## src/hdl/dnsx_pkg.sv

```systemverilog
// shared types and constants for the dns answer address extractor
`timescale 1ns / 1ps
`default_nettype none
package dnsx_pkg;

  typedef enum logic [7:0] {
    PH_HEADER = 8'b0000_0001,
    PH_QNAME  = 8'b0000_0010,
    PH_QSKIP  = 8'b0000_0100,
    PH_RNAME  = 8'b0000_1000,
    PH_RLABEL = 8'b0001_0000,
    PH_RFIXED = 8'b0010_0000,
    PH_RDATA  = 8'b0100_0000,
    PH_DONE   = 8'b1000_0000
  } phase_t;

  typedef logic [1:0] status_t;

  localparam status_t ST_FOUND  = 2'd0;
  localparam status_t ST_NO_A   = 2'd1;
  localparam status_t ST_SHORT  = 2'd2;
  localparam status_t ST_NO_ANS = 2'd3;

  localparam logic [15:0] QUERY_ID_RESET = 16'h1234;
  localparam logic [7:0]  PTR_MASK       = 8'hC0;
  localparam logic [15:0] TYPE_A         = 16'd1;
  localparam logic [15:0] A_LEN          = 16'd4;

  // header byte positions
  localparam int unsigned HDR_ID_HI  = 0;
  localparam int unsigned HDR_ID_LO  = 1;
  localparam int unsigned HDR_AN_HI  = 6;
  localparam int unsigned HDR_AN_LO  = 7;
  localparam int unsigned HDR_LAST   = 11;

  // question tail after the name, and after a pointer (second pointer byte too)
  localparam logic [15:0] QTAIL_LEN     = 16'd4;
  localparam logic [15:0] QTAIL_PTR_LEN = 16'd5;

  // fixed record fields, by position
  localparam logic [3:0] FIX_PTR_LO  = 4'd0;
  localparam logic [3:0] FIX_TYPE_HI = 4'd1;
  localparam logic [3:0] FIX_TYPE_LO = 4'd2;
  localparam logic [3:0] FIX_LEN_HI  = 4'd9;
  localparam logic [3:0] FIX_LEN_LO  = 4'd10;

endpackage
`default_nettype wire

```

## src/hdl/dnsx_ifs.sv

```systemverilog
// valid/ready channel interfaces for input bytes, results and configuration
`timescale 1ns / 1ps
`default_nettype none
interface dnsx_in_if;
  logic       valid;
  logic       ready;
  logic [7:0] resp_byte;
  logic       last_byte;
  modport source (output valid, output resp_byte, output last_byte, input ready);
  modport sink (input valid, input resp_byte, input last_byte, output ready);
endinterface

interface dnsx_out_if;
  logic                  valid;
  logic                  ready;
  dnsx_pkg::status_t     status;
  logic [31:0]           ipv4_address;
  modport source (output valid, output status, output ipv4_address, input ready);
  modport sink (input valid, input status, input ipv4_address, output ready);
endinterface

interface dnsx_cfg_if;
  logic        valid;
  logic        ready;
  logic [15:0] query_id;
  modport source (output valid, output query_id, input ready);
  modport sink (input valid, input query_id, output ready);
endinterface
`default_nettype wire

```

## src/hdl/dns_answer_address_extractor.sv

```systemverilog
// top level: dns response parser reporting the first ipv4 answer address
`timescale 1ns / 1ps
`default_nettype none
// Takes a DNS response one byte per word, with last_byte on the final one, checks the
// header against query_id, skips the question and walks the answer records. The first
// record of type A with a 4-byte payload is reported (status 0) the cycle after its fourth
// data byte; otherwise a failure status follows the final byte. One byte is accepted every
// cycle: each byte is a small update of the parse state, and the only register between the
// two sides is the result register, so input is held off only while a result waits there
// and out ready is low. Bytes beyond MSG_BYTES are not parsed, though a last_byte on them
// still ends the message. query_id is written through the cfg channel, which is always
// ready.
module dns_answer_address_extractor #(
  parameter int unsigned MSG_BYTES = 512
) (
  input  wire            clk,
  input  wire            rst_n,
  dnsx_in_if.sink        in_ch,
  dnsx_out_if.source     out_ch,
  dnsx_cfg_if.sink       cfg_ch
);

  localparam int unsigned PW = $clog2(MSG_BYTES + 1);

  logic [15:0]        query_id_r;
  dnsx_pkg::phase_t   phase_r, phase_nxt;
  logic [PW-1:0]      pos_r, pos_nxt;
  logic [15:0]        skip_r, skip_nxt;
  logic [3:0]         fidx_r, fidx_nxt;
  logic [15:0]        rtype_r, rtype_nxt;
  logic [15:0]        rlen_r, rlen_nxt;
  logic [31:0]        addr_r, addr_nxt;
  logic [1:0]         hflags_r, hflags_nxt;
  logic               reported_r, reported_nxt;

  logic               out_valid_r, out_valid_nxt;
  dnsx_pkg::status_t  out_status_r, out_status_nxt;
  logic [31:0]        out_addr_r, out_addr_nxt;

  logic               in_acc;
  logic               in_rdy;

  assign in_rdy       = !out_valid_r || out_ch.ready;
  assign in_ch.ready  = in_rdy;
  assign in_acc       = in_ch.valid && in_rdy;
  assign cfg_ch.ready = 1'b1;

  assign out_ch.valid        = out_valid_r;
  assign out_ch.status       = out_status_r;
  assign out_ch.ipv4_address = out_addr_r;

  always_comb begin
    logic [7:0]  b;
    logic        found;
    logic        is_a;
    logic [15:0] len_new;
    logic [15:0] skip_dec;

    b        = in_ch.resp_byte;
    found    = 1'b0;
    is_a     = (rtype_r == dnsx_pkg::TYPE_A) && (rlen_r == dnsx_pkg::A_LEN);
    len_new  = rlen_r;
    skip_dec = skip_r - 16'd1;

    phase_nxt    = phase_r;
    pos_nxt      = pos_r;
    skip_nxt     = skip_r;
    fidx_nxt     = fidx_r;
    rtype_nxt    = rtype_r;
    rlen_nxt     = rlen_r;
    addr_nxt     = addr_r;
    hflags_nxt   = hflags_r;
    reported_nxt = reported_r;

    out_valid_nxt  = out_valid_r && !out_ch.ready;
    out_status_nxt = out_status_r;
    out_addr_nxt   = out_addr_r;

    if (in_acc) begin
      if (pos_r < PW'(MSG_BYTES)) begin
        pos_nxt = pos_r + PW'(1);
        unique case (phase_r)
          dnsx_pkg::PH_HEADER: begin
            if (pos_r == PW'(dnsx_pkg::HDR_ID_HI)) begin
              hflags_nxt = {1'b0, b == query_id_r[15:8]};
            end else if (pos_r == PW'(dnsx_pkg::HDR_ID_LO)) begin
              if (b != query_id_r[7:0]) hflags_nxt[0] = 1'b0;
            end else if (pos_r == PW'(dnsx_pkg::HDR_AN_HI) ||
                         pos_r == PW'(dnsx_pkg::HDR_AN_LO)) begin
              if (b != 8'd0) hflags_nxt[1] = 1'b1;
            end else if (pos_r == PW'(dnsx_pkg::HDR_LAST)) begin
              phase_nxt = (hflags_r == 2'b11) ? dnsx_pkg::PH_QNAME : dnsx_pkg::PH_DONE;
            end
          end
          dnsx_pkg::PH_QNAME: begin
            phase_nxt = dnsx_pkg::PH_QSKIP;
            if (b == 8'd0) begin
              skip_nxt = dnsx_pkg::QTAIL_LEN;
              fidx_nxt = 4'd1;
            end else if ((b & dnsx_pkg::PTR_MASK) == dnsx_pkg::PTR_MASK) begin
              skip_nxt = dnsx_pkg::QTAIL_PTR_LEN;
              fidx_nxt = 4'd1;
            end else begin
              skip_nxt = {8'd0, b};
              fidx_nxt = 4'd0;
            end
          end
          dnsx_pkg::PH_QSKIP: begin
            skip_nxt = skip_dec;
            if (skip_dec == 16'd0) begin
              phase_nxt = (fidx_r != 4'd0) ? dnsx_pkg::PH_RNAME : dnsx_pkg::PH_QNAME;
            end
          end
          dnsx_pkg::PH_RNAME: begin
            if (b == 8'd0) begin
              fidx_nxt  = dnsx_pkg::FIX_TYPE_HI;
              phase_nxt = dnsx_pkg::PH_RFIXED;
            end else if ((b & dnsx_pkg::PTR_MASK) == dnsx_pkg::PTR_MASK) begin
              fidx_nxt  = dnsx_pkg::FIX_PTR_LO;
              phase_nxt = dnsx_pkg::PH_RFIXED;
            end else begin
              skip_nxt  = {8'd0, b};
              phase_nxt = dnsx_pkg::PH_RLABEL;
            end
          end
          dnsx_pkg::PH_RLABEL: begin
            skip_nxt = skip_dec;
            if (skip_dec == 16'd0) phase_nxt = dnsx_pkg::PH_RNAME;
          end
          dnsx_pkg::PH_RFIXED: begin
            case (fidx_r)
              dnsx_pkg::FIX_TYPE_HI: rtype_nxt = {b, 8'd0};
              dnsx_pkg::FIX_TYPE_LO: rtype_nxt = {rtype_r[15:8], b};
              dnsx_pkg::FIX_LEN_HI:  len_new   = {b, 8'd0};
              dnsx_pkg::FIX_LEN_LO:  len_new   = {rlen_r[15:8], b};
              default: ;
            endcase
            rlen_nxt = len_new;
            if (fidx_r >= dnsx_pkg::FIX_LEN_LO) begin
              fidx_nxt = 4'd0;
              if (len_new == 16'd0) begin
                phase_nxt = dnsx_pkg::PH_RNAME;
              end else begin
                skip_nxt  = len_new;
                addr_nxt  = 32'd0;
                phase_nxt = dnsx_pkg::PH_RDATA;
              end
            end else begin
              fidx_nxt = fidx_r + 4'd1;
            end
          end
          dnsx_pkg::PH_RDATA: begin
            if (is_a) addr_nxt = {addr_r[23:0], b};
            skip_nxt = skip_dec;
            if (skip_dec == 16'd0) begin
              if (is_a) begin
                found     = 1'b1;
                phase_nxt = dnsx_pkg::PH_DONE;
              end else begin
                phase_nxt = dnsx_pkg::PH_RNAME;
              end
            end
          end
          dnsx_pkg::PH_DONE: ;
          default: ;
        endcase

        if (found && !reported_r) begin
          out_valid_nxt  = 1'b1;
          out_status_nxt = dnsx_pkg::ST_FOUND;
          out_addr_nxt   = addr_nxt;
          reported_nxt   = 1'b1;
        end
      end

      if (in_ch.last_byte) begin
        if (!reported_nxt) begin
          out_valid_nxt = 1'b1;
          out_addr_nxt  = 32'd0;
          if (phase_nxt == dnsx_pkg::PH_HEADER || !hflags_nxt[0]) begin
            out_status_nxt = dnsx_pkg::ST_SHORT;
          end else if (!hflags_nxt[1]) begin
            out_status_nxt = dnsx_pkg::ST_NO_ANS;
          end else begin
            out_status_nxt = dnsx_pkg::ST_NO_A;
          end
        end
        phase_nxt    = dnsx_pkg::PH_HEADER;
        pos_nxt      = '0;
        skip_nxt     = 16'd0;
        fidx_nxt     = 4'd0;
        rtype_nxt    = 16'd0;
        rlen_nxt     = 16'd0;
        addr_nxt     = 32'd0;
        hflags_nxt   = 2'b00;
        reported_nxt = 1'b0;
      end
    end
  end

  always_ff @(posedge clk) begin
    if (!rst_n) begin
      query_id_r  <= dnsx_pkg::QUERY_ID_RESET;
      phase_r     <= dnsx_pkg::PH_HEADER;
      pos_r       <= '0;
      skip_r      <= 16'd0;
      fidx_r      <= 4'd0;
      rtype_r     <= 16'd0;
      rlen_r      <= 16'd0;
      addr_r      <= 32'd0;
      hflags_r    <= 2'b00;
      reported_r  <= 1'b0;
      out_valid_r <= 1'b0;
    end else begin
      if (cfg_ch.valid) query_id_r <= cfg_ch.query_id;
      phase_r     <= phase_nxt;
      pos_r       <= pos_nxt;
      skip_r      <= skip_nxt;
      fidx_r      <= fidx_nxt;
      rtype_r     <= rtype_nxt;
      rlen_r      <= rlen_nxt;
      addr_r      <= addr_nxt;
      hflags_r    <= hflags_nxt;
      reported_r  <= reported_nxt;
      out_valid_r <= out_valid_nxt;
    end
  end

  // result word, no reset needed
  always_ff @(posedge clk) begin
    out_status_r <= out_status_nxt;
    out_addr_r   <= out_addr_nxt;
  end

endmodule
`default_nettype wire

```

## src/flat_wrapper.sv

```systemverilog
// flat-port wrapper written by rule: the top's interface ports become plain ports
module dns_answer_address_extractor_flat 
#(
  parameter int unsigned MSG_BYTES = 512
)
  (clk, rst_n, in_ch_valid, in_ch_resp_byte, in_ch_last_byte, in_ch_ready, out_ch_valid, out_ch_status, out_ch_ipv4_address, out_ch_ready, cfg_ch_valid, cfg_ch_query_id, cfg_ch_ready);
  dnsx_in_if in_ch_i ();
  dnsx_out_if out_ch_i ();
  dnsx_cfg_if cfg_ch_i ();
  input  wire clk;
  input  wire rst_n;
  input wire logic [$bits(in_ch_i.valid)-1:0] in_ch_valid;
  input wire logic [$bits(in_ch_i.resp_byte)-1:0] in_ch_resp_byte;
  input wire logic [$bits(in_ch_i.last_byte)-1:0] in_ch_last_byte;
  output wire logic [$bits(in_ch_i.ready)-1:0] in_ch_ready;
  output wire logic [$bits(out_ch_i.valid)-1:0] out_ch_valid;
  output wire logic [$bits(out_ch_i.status)-1:0] out_ch_status;
  output wire logic [$bits(out_ch_i.ipv4_address)-1:0] out_ch_ipv4_address;
  input wire logic [$bits(out_ch_i.ready)-1:0] out_ch_ready;
  input wire logic [$bits(cfg_ch_i.valid)-1:0] cfg_ch_valid;
  input wire logic [$bits(cfg_ch_i.query_id)-1:0] cfg_ch_query_id;
  output wire logic [$bits(cfg_ch_i.ready)-1:0] cfg_ch_ready;
  assign in_ch_i.valid = in_ch_valid;
  assign in_ch_i.resp_byte = in_ch_resp_byte;
  assign in_ch_i.last_byte = in_ch_last_byte;
  assign in_ch_ready = in_ch_i.ready;
  assign out_ch_valid = out_ch_i.valid;
  assign out_ch_status = out_ch_i.status;
  assign out_ch_ipv4_address = out_ch_i.ipv4_address;
  assign out_ch_i.ready = out_ch_ready;
  assign cfg_ch_i.valid = cfg_ch_valid;
  assign cfg_ch_i.query_id = cfg_ch_query_id;
  assign cfg_ch_ready = cfg_ch_i.ready;
  dns_answer_address_extractor #(.MSG_BYTES(MSG_BYTES)) u_core (.clk(clk), .rst_n(rst_n), .in_ch(in_ch_i), .out_ch(out_ch_i), .cfg_ch(cfg_ch_i));
endmodule
```

## config.mk

```make
export PLATFORM = sky130hd
export DESIGN_NAME = dns_answer_address_extractor_flat
export DESIGN_NICKNAME = d
export VERILOG_FILES = /design/src/hdl/dnsx_pkg.sv /design/src/hdl/dnsx_ifs.sv /design/src/hdl/dns_answer_address_extractor.sv /design/src/flat_wrapper.sv
export SDC_FILE = /design/constraint.sdc
export NUM_CORES = 1
export LEC_CHECK = 0
export ABC_AREA = 1
export BUFFER_PORTS_ARGS = -buffer_cell sky130_fd_sc_hd__clkbuf_2
export CAP_MARGIN = 15
export CORE_MARGIN = 2
export CORE_UTILIZATION = 30
export DETAILED_ROUTE_END_ITERATION = 8
export PLACE_DENSITY = 0.56
export SLEW_MARGIN = 0
export SYNTH_ARGS = -nofsm -noshare
export SYNTH_HDL_FRONTEND = slang
export SYNTH_SLANG_ARGS = --single-unit
```

## constraint.sdc

```tcl
create_clock -name clk -period 3.19 [get_ports clk]
set_input_delay 0.319 -clock clk [delete_from_list [all_inputs] [get_ports clk]]
set_output_delay 0.319 -clock clk [all_outputs]
set_load 0.02 [all_outputs]
```

==> summary.txt, run 1 <==
Final layout
  • Fin util: 35.3%
  • # fillers: 3,094
  • Area Overhead vs Synth: 16.1%
  • Antenna diodes: 0
  • Commonest non-fill, non-tap cells in the layout: nand2_1 (379), nor2_1 (184), dfxtp_1 (122)
  • Layout cells sized above 1: 11.6%
  • Most common cell after layout, fill and taps aside: nand2_1
  • Final net count: 1,349

CTS
  • CTS tree: done
  • Worst-Skew Late Latency: 440 ps
  • Clock Pin Slew Worst Setup and Hold Paths: 80 ps
  • Root Driver: clkbuf_16
  • Post-CTS Setup Bufs: 0
  • Clock Path Buffers: 2
  • Clock Sinks: 156
  • H-tree level count: 4
  • Cts bufs inserted: 17

Placed design
  • I/O Buffers: 65
  • HPWL Detailed: 17.6 mm
  • Routability cong.: 0.881
  • Dpl ws: 270 ps

Synth
  • Post-synth top area cell: dfxtp_1
  • Register area share after synthesis: 41.0%
  • Synth Register Bits: 156
  • Synth top area share: 28.9%
  • Cells after Synth: 1,255
  • Synth Area per Inst: 6.73 sq um
  • Netlist Area Pre-Place: 8450 sq um
  • Synth top area cells: dfxtp_1 (29%), nand2_1 (17%), edfxtp_1 (12%)
  • Count of cell types in the netlist: 43
  • Mapped Nets: 1,295
  • Yosys Warn Count: 0

Critical path
  • Critical path cell sequence: inv_1 > ha_1 > nand3_2 > nand2_2 > o21ai_1 > nor2_1 > nand2_1 > nor2_1 > nand2_1 > nand2_1 > nand2_1 > nand3_2 > buf_12 > nand2_1 > nand2_1 > nor2_1 > nor2_1
  • Worst R2R Setup Slack: 400 ps
  • Most used cell, CP: nand2_1
  • Critical Path Fanout Max: 32
  • Reg-to-Reg Start: u_core.fidx_r[0]
  • CP Data Arrival Time: 2990 ps
  • WP data required: 3380 ps
  • CP Class: flop to flop
  • CP Capture Type: flop
  • Critical Path Start Type: flop
  • Crit-path slowest cell: dfxtp_1
  • CP max stage delay: 460 ps
  • RR Endpoint: u_core.out_ch.ipv4_address[21]
  • Worst reg-to-reg path cell count: 17

STA
  • Max Clock Freq: 358 MHz
  • Post-route setup slack: 399 ps
  • Final setup fails: 0
  • Worst-Margin Slew: 843 ps
  • Slew Viols, Final: 0
  • Final Skew: 16.0 ps
  • Final min period: 2790 ps
  • Final Hold Viols: 0
  • Fin Hold WS: 86.8 ps
  • Setup Total Neg Slack: 0 ps
  • Crit share post-route: 87.5%
  • Unrepaired setup endpoints after global routing: false
  • Normalized max-slew margin: 43.8%

Floorplanning
  • Starting Density: 30.4%
  • Die H: 172 microns
  • Row cnt: 61
  • # IOs: 67
  • Total core area: 27,800 sq um
  • Chip width: 172 microns
  • Die area: 29,500 sq um

Global routing
  • GR Overflow Total: 0
  • Gr usage total: 17.6%
  • Largest net degree at the start of global routing: 49
  • First-pass GRT wire length: 40.9 mm
  • Initial antenna violation count: 0
  • Vias in the first global route: 7,691

Min path
  • Worst Hold End: u_core.query_id_r[5]
  • Hold wc startpoint: cfg_ch_query_id[5]
  • Hold path depth: 3
  • Worst Hold Class: input pin to flop

Power and ir drop
  • Worst IR drop on VDD: 0.000267 V
  • Power per standard cell area: 485 nW/um^2
  • Tot Pwr: 4.76 mW
  • Leak pwr: 4.14 nW

Status
  • Outcome: completed

Detailed routing
  • Post-route ant nets: 0
  • Detailed-route wire length per cell: 14.8 microns
  • DR iter-0 viols: 657
  • 1st-pass router iterations: 5
  • DRC Markers: 0
  • Wirelength, routed: 25.2 mm
  • Via/cell ratio: 4.80
  • Vias: 8,153

Flow run
  • Max-cap viol count: 0
[final cells by class]
type | instances | area (sq um) | share of cell area, %
repair buffers | 90 | 551 | 5.61
inverters | 112 | 423 | 4.31
clock inverters | 15 | 169 | 1.72
clock buffers | 17 | 425 | 4.34
multi-input cells | 932 | 4310 | 43.9
flip-flops and latches | 156 | 3460 | 35.3
well taps | 378 | 473 | 4.82
[metal layers]
| layer | up-vias | track usage (%) | share of wire, % |
|---|---|---|---|
| li1 | 4181 | - | - |
| met1 | 3789 | 23.8 | 48 |
| met2 | 155 | 28.5 | 47 |
| met3 | 28 | 3.41 | 3.6 |
| met4 | 0 | 4.71 | 1.4 |
| met5 | - | 0 | 0 |
[synthesized netlist by cell type (all sizes together)]
| cell | n |
|---|---|
| nand2 | 384 |
| nor2 | 195 |
| dfxtp | 122 |
| a21oi | 111 |
| inv | 109 |
| o21ai | 91 |
| nand3 | 38 |
| edfxtp | 34 |
| clkbuf | 32 |
| buf | 23 |
| nand4 | 22 |
| nor3 | 22 |
| a22oi | 15 |
| xnor2 | 13 |
| ha | 10 |
| o211ai | 7 |
| xor2 | 6 |
| o22ai | 5 |
| clkinv | 3 |
| a211oi | 2 |
| nor3b | 2 |
| a2111oi | 1 |
| a221oi | 1 |
| a31oi | 1 |
| conb | 1 |
| nand3b | 1 |
| nor4 | 1 |
| o21a | 1 |
| or2 | 1 |
| or4 | 1 |
[what timing repair did]
action | CTS | global route
hold buffers | 0 | 0
gates resized for setup | 0 | 3
endpoints found under the setup margin | 0 | 3
[flip-flops by register name, indices dropped and copies added, names as in the netlist]
signal	cells
u_core.addr_r	32
u_core.fidx_r	4
u_core.hflags_r	2
u_core.out_ch.ipv4_address	32
u_core.out_ch.status	2
u_core.out_ch.valid	1
u_core.phase_r	8
u_core.pos_r	10
u_core.query_id_r	16
u_core.reported_r	1
u_core.rlen_r	16
u_core.rtype_r	16
u_core.skip_r	16
[through the flow]
step,cells,area (sq um)
floorplan,1255,8450
global placement,1668,9220
detailed placement,1668,9220
CTS,1700,9810
global route,1700,9810
finish,1700,9810
[cell families after synthesis]
| logic type | synth area share [%] |
|---|---|
| fa+ha+maj | 1.48 |
| xor+xnor | 1.97 |
| buf+inv | 8.09 |
| simple gates | 32.6 |
| other cells | 0.0444 |
| flops | 41.0 |
| compound gates | 14.8 |
[worst max-delay path by stage]
stage | startpoint | to | depth (start not counted)
global route | u_core.fidx_r[0] | u_core.out_ch.ipv4_address[19] | 18
detailed placement | u_core.fidx_r[0] | u_core.out_ch.ipv4_address[14] | 17
finish | u_core.fidx_r[0] | u_core.out_ch.ipv4_address[21] | 17
CTS | u_core.fidx_r[0] | u_core.out_ch.ipv4_address[30] | 17
floorplan | u_core.fidx_r[0] | u_core.out_ch.ipv4_address[10] | 17
global placement | u_core.fidx_r[0] | u_core.out_ch.ipv4_address[14] | 17
[report_power, final]
group / total, mW / leakage [nW] / switching (mW) / internal [mW]
clock network: 2.09 / 0.289 / 0.970 / 1.12
registers: 2.13 / 1.33 / 0.0435 / 2.08
logic: 0.541 / 2.52 / 0.376 / 0.165
total: 4.76 / 4.14 / 1.39 / 3.37
[critical path, delay by kind of cell, from the launching register on]
kind	cells	cell delay [ps]
simple gates	13	1210
flops	1	460
compound gates	1	320
buf+inv	2	290
fa+ha+maj	1	270
No activity file was read; power rests on OpenSTA's default activity.
==> inputs of run 2 (changes only) <==
Settings changed: HOLD_SLACK_MARGIN from default to 0.1.
==> summary.txt, run 2 (synthesis results as in run 1) <==
Status
  • Outcome: completed

CTS
  • Worst-Skew Late Latency: 440 ps (about the same)
  • Post-CTS Setup Bufs: 0 (unchanged)
  • Clock Pin Slew Worst Setup and Hold Paths: 70 ps (about the same)
  • H-tree level count: 4 (unchanged)
  • Clock Path Buffers: 2 (unchanged)
  • CTS tree: done
  • Clock Sinks: 156 (unchanged)
  • Root Driver: clkbuf_16
  • Cts bufs inserted: 17 (unchanged)

Placed design
  • Area after DPL: 9220 sq um (unchanged)
  • I/O Buffers: 65 (unchanged)
  • Placed cells: 1,668 (unchanged)
  • HPWL Detailed: 17.6 mm (unchanged)
  • Routability cong.: 0.881 (unchanged)

Power and ir drop
  • Psw: 1.39 mW (+0.12%)
  • Worst IR drop on VDD: 0.000268 V (+0.25%)
  • Total internal power: 3.37 mW (+0.21%)
  • Power per standard cell area: 481 nW/um^2 (-0.73%)
  • Clock share of power: 43.8% (about the same)
  • Tot Pwr: 4.76 mW (+0.18%)
  • Seq pwr share: 44.6% (about the same)
  • Logic pwr share: 11.5% (about the same)
  • Sw Share: 29.2% (about the same)
  • Leak pwr: 4.18 nW (+0.91%)

Detailed routing
  • Post-route ant nets: 0 (unchanged)
  • DR iter-0 viols: 669 (+1.8%)
  • Via/cell ratio: 4.79 (about the same)
  • DRC Markers: 0 (unchanged)
  • Metal3 WL: 1.06 mm (+18%)
  • Vias: 8,193 (+0.49%)
  • Met2 WL post-DR: 11.8 mm (+0.32%)
  • Uppermost routed layer: met4
  • Detailed-route wire length per cell: 14.8 microns (-0.32%)
  • Wirelength, routed: 25.2 mm (+0.21%)
  • 1st-pass router iterations: 6 (+1)
  • WL met1: 12.0 mm (-1.3%)

Critical path
  • Crit-path slowest cell: dfxtp_1
  • CP max stage delay: 450 ps (about the same)
  • Crit-path leading delay family: simple AND/OR/NAND/NOR gates
  • CP Data Arrival Time: 2990 ps (about the same)
  • WP data required: 3390 ps (about the same)
  • CP Capture Type: flop
  • Critical path cell sequence: inv_1 > ha_1 > nand3_2 > nand2_2 > o21ai_1 > nor2_1 > nand2_1 > nor2_1 > nand2_1 > nand2_1 > nand2_1 > nand3_2 > buf_12 > nand2_1 > nand2_1 > nor2_1 > nor2_1
  • CP Class: flop to flop
  • Most used cell, CP: nand2_1
  • Critical Path Fanout Max: 32 (unchanged)
  • Critical Path Start Type: flop
  • Crit path buf inv count: 2 (unchanged)

Final layout
  • Fin area: 9900 sq um (+0.92%)
  • # fillers: 3,086 (-0.26%)
  • Final net count: 1,358 (+0.67%)
  • Area Overhead vs Synth: 17.2%
  • Antenna diodes: 0 (unchanged)
  • Commonest non-fill, non-tap cells in the layout: nand2_1 (379), nor2_1 (184), dfxtp_1 (122)
  • Most common cell after layout, fill and taps aside: nand2_1
  • Non-filler instance count after layout: 1,709 (+0.53%)
  • Fin util: 35.6% (+0.32 points)
  • Layout cells sized above 1: 11.5% (-0.078 points)

Global routing
  • Vias in the first global route: 7,721 (+0.39%)
  • Initial antenna violation count: 0 (unchanged)
  • GR Overflow Total: 0 (unchanged)
  • First-pass GRT wire length: 41.0 mm (+0.20%)
  • Largest net degree at the start of global routing: 49 (unchanged)
  • Gr usage total: 17.6% (+0.024 points)

Floorplanning
  • Starting Density: 30.4% (unchanged)
  • # IOs: 67 (unchanged)
  • Row cnt: 61 (unchanged)
  • Chip width: 172 microns (unchanged)
  • Die area: 29,500 sq um (unchanged)
  • Total core area: 27,800 sq um (unchanged)
  • Die H: 172 microns (unchanged)

STA
  • Final Hold Viols: 0 (unchanged)
  • Max Clock Freq: 358 MHz (-0.19%)
  • Normalized max-slew margin: 44.1% (+0.29 points)
  • Slew Viols, Final: 0 (unchanged)
  • Worst-Margin Slew: 838 ps (-4.42 ps)
  • Setup Total Neg Slack: 0 ps (unchanged)
  • Final setup fails: 0 (unchanged)
  • Final min period: 2800 ps (+5.33 ps)
  • Final Skew: 16.5 ps (+0.555 ps)
  • Crit share post-route: 87.7% (+0.17 points)
  • Unrepaired setup endpoints after global routing: false

Min path
  • Worst Hold Class: input pin to flop

Flow run
  • Max-cap viol count: 0 (unchanged)
[run 2: final cells by class]
class                      count  area, sq um  share of cell area (%)
inverter                     112          423                    4.27
tap                          378          473                    4.78
sequential                   156         3460                    35.0
clock inverter                15          169                    1.71
multi-input combinational    932         4310                    43.5
clock buffer                  17          425                    4.30
timing repair buffer          99          641                    6.47
[run 2: final timing paths]
path | startpoint | cells after the start | to | slack (ps)
worst max-delay path | u_core.fidx_r[0] | 17 | u_core.out_ch.ipv4_address[21] | 390
worst min-delay path | cfg_ch_query_id[13] | 3 | u_core.query_id_r[13] | 110
worst max register to register | u_core.fidx_r[0] | 17 | u_core.out_ch.ipv4_address[21] | 390
worst min register to register | u_core.rtype_r[9] | 2 | u_core.rtype_r[9] | 460
[run 2: timing repair]
item                                   CTS  global route
setup endpoints to repair                0             3
hold buffers                             9             0
gates resized for setup                  0             3
endpoints found under the hold margin    9             0
[run 2: stage by stage]
stage	hold WS, ps	setup slack, ps
after floorplan	424	907
after global placement	439	259
after detailed placement	444	270
after CTS	100	258
after global routing	107	92.5
final	111	394
[run 2: power groups by stage]
stage	registers (mW)	logic (mW)	clock network, mW
floorplan	2.20	0.342	0
global placement	2.17	0.542	0
detailed placement	2.17	0.544	0
CTS	2.13	0.556	2.12
global route	2.13	0.622	2.21
finish	2.13	0.550	2.09
[run 2: metal layers]
layer | track usage [%] | vias up
met5 | 0 | -
met4 | 4.71 | 0
met3 | 3.41 | 32
met2 | 28.6 | 175
met1 | 23.9 | 3787
li1 | - | 4199
[run 2: tightest hold or removal path: cells and delay by family]
family        cells  cell delay, ps
buf+inv           1              80
simple gates      2             110
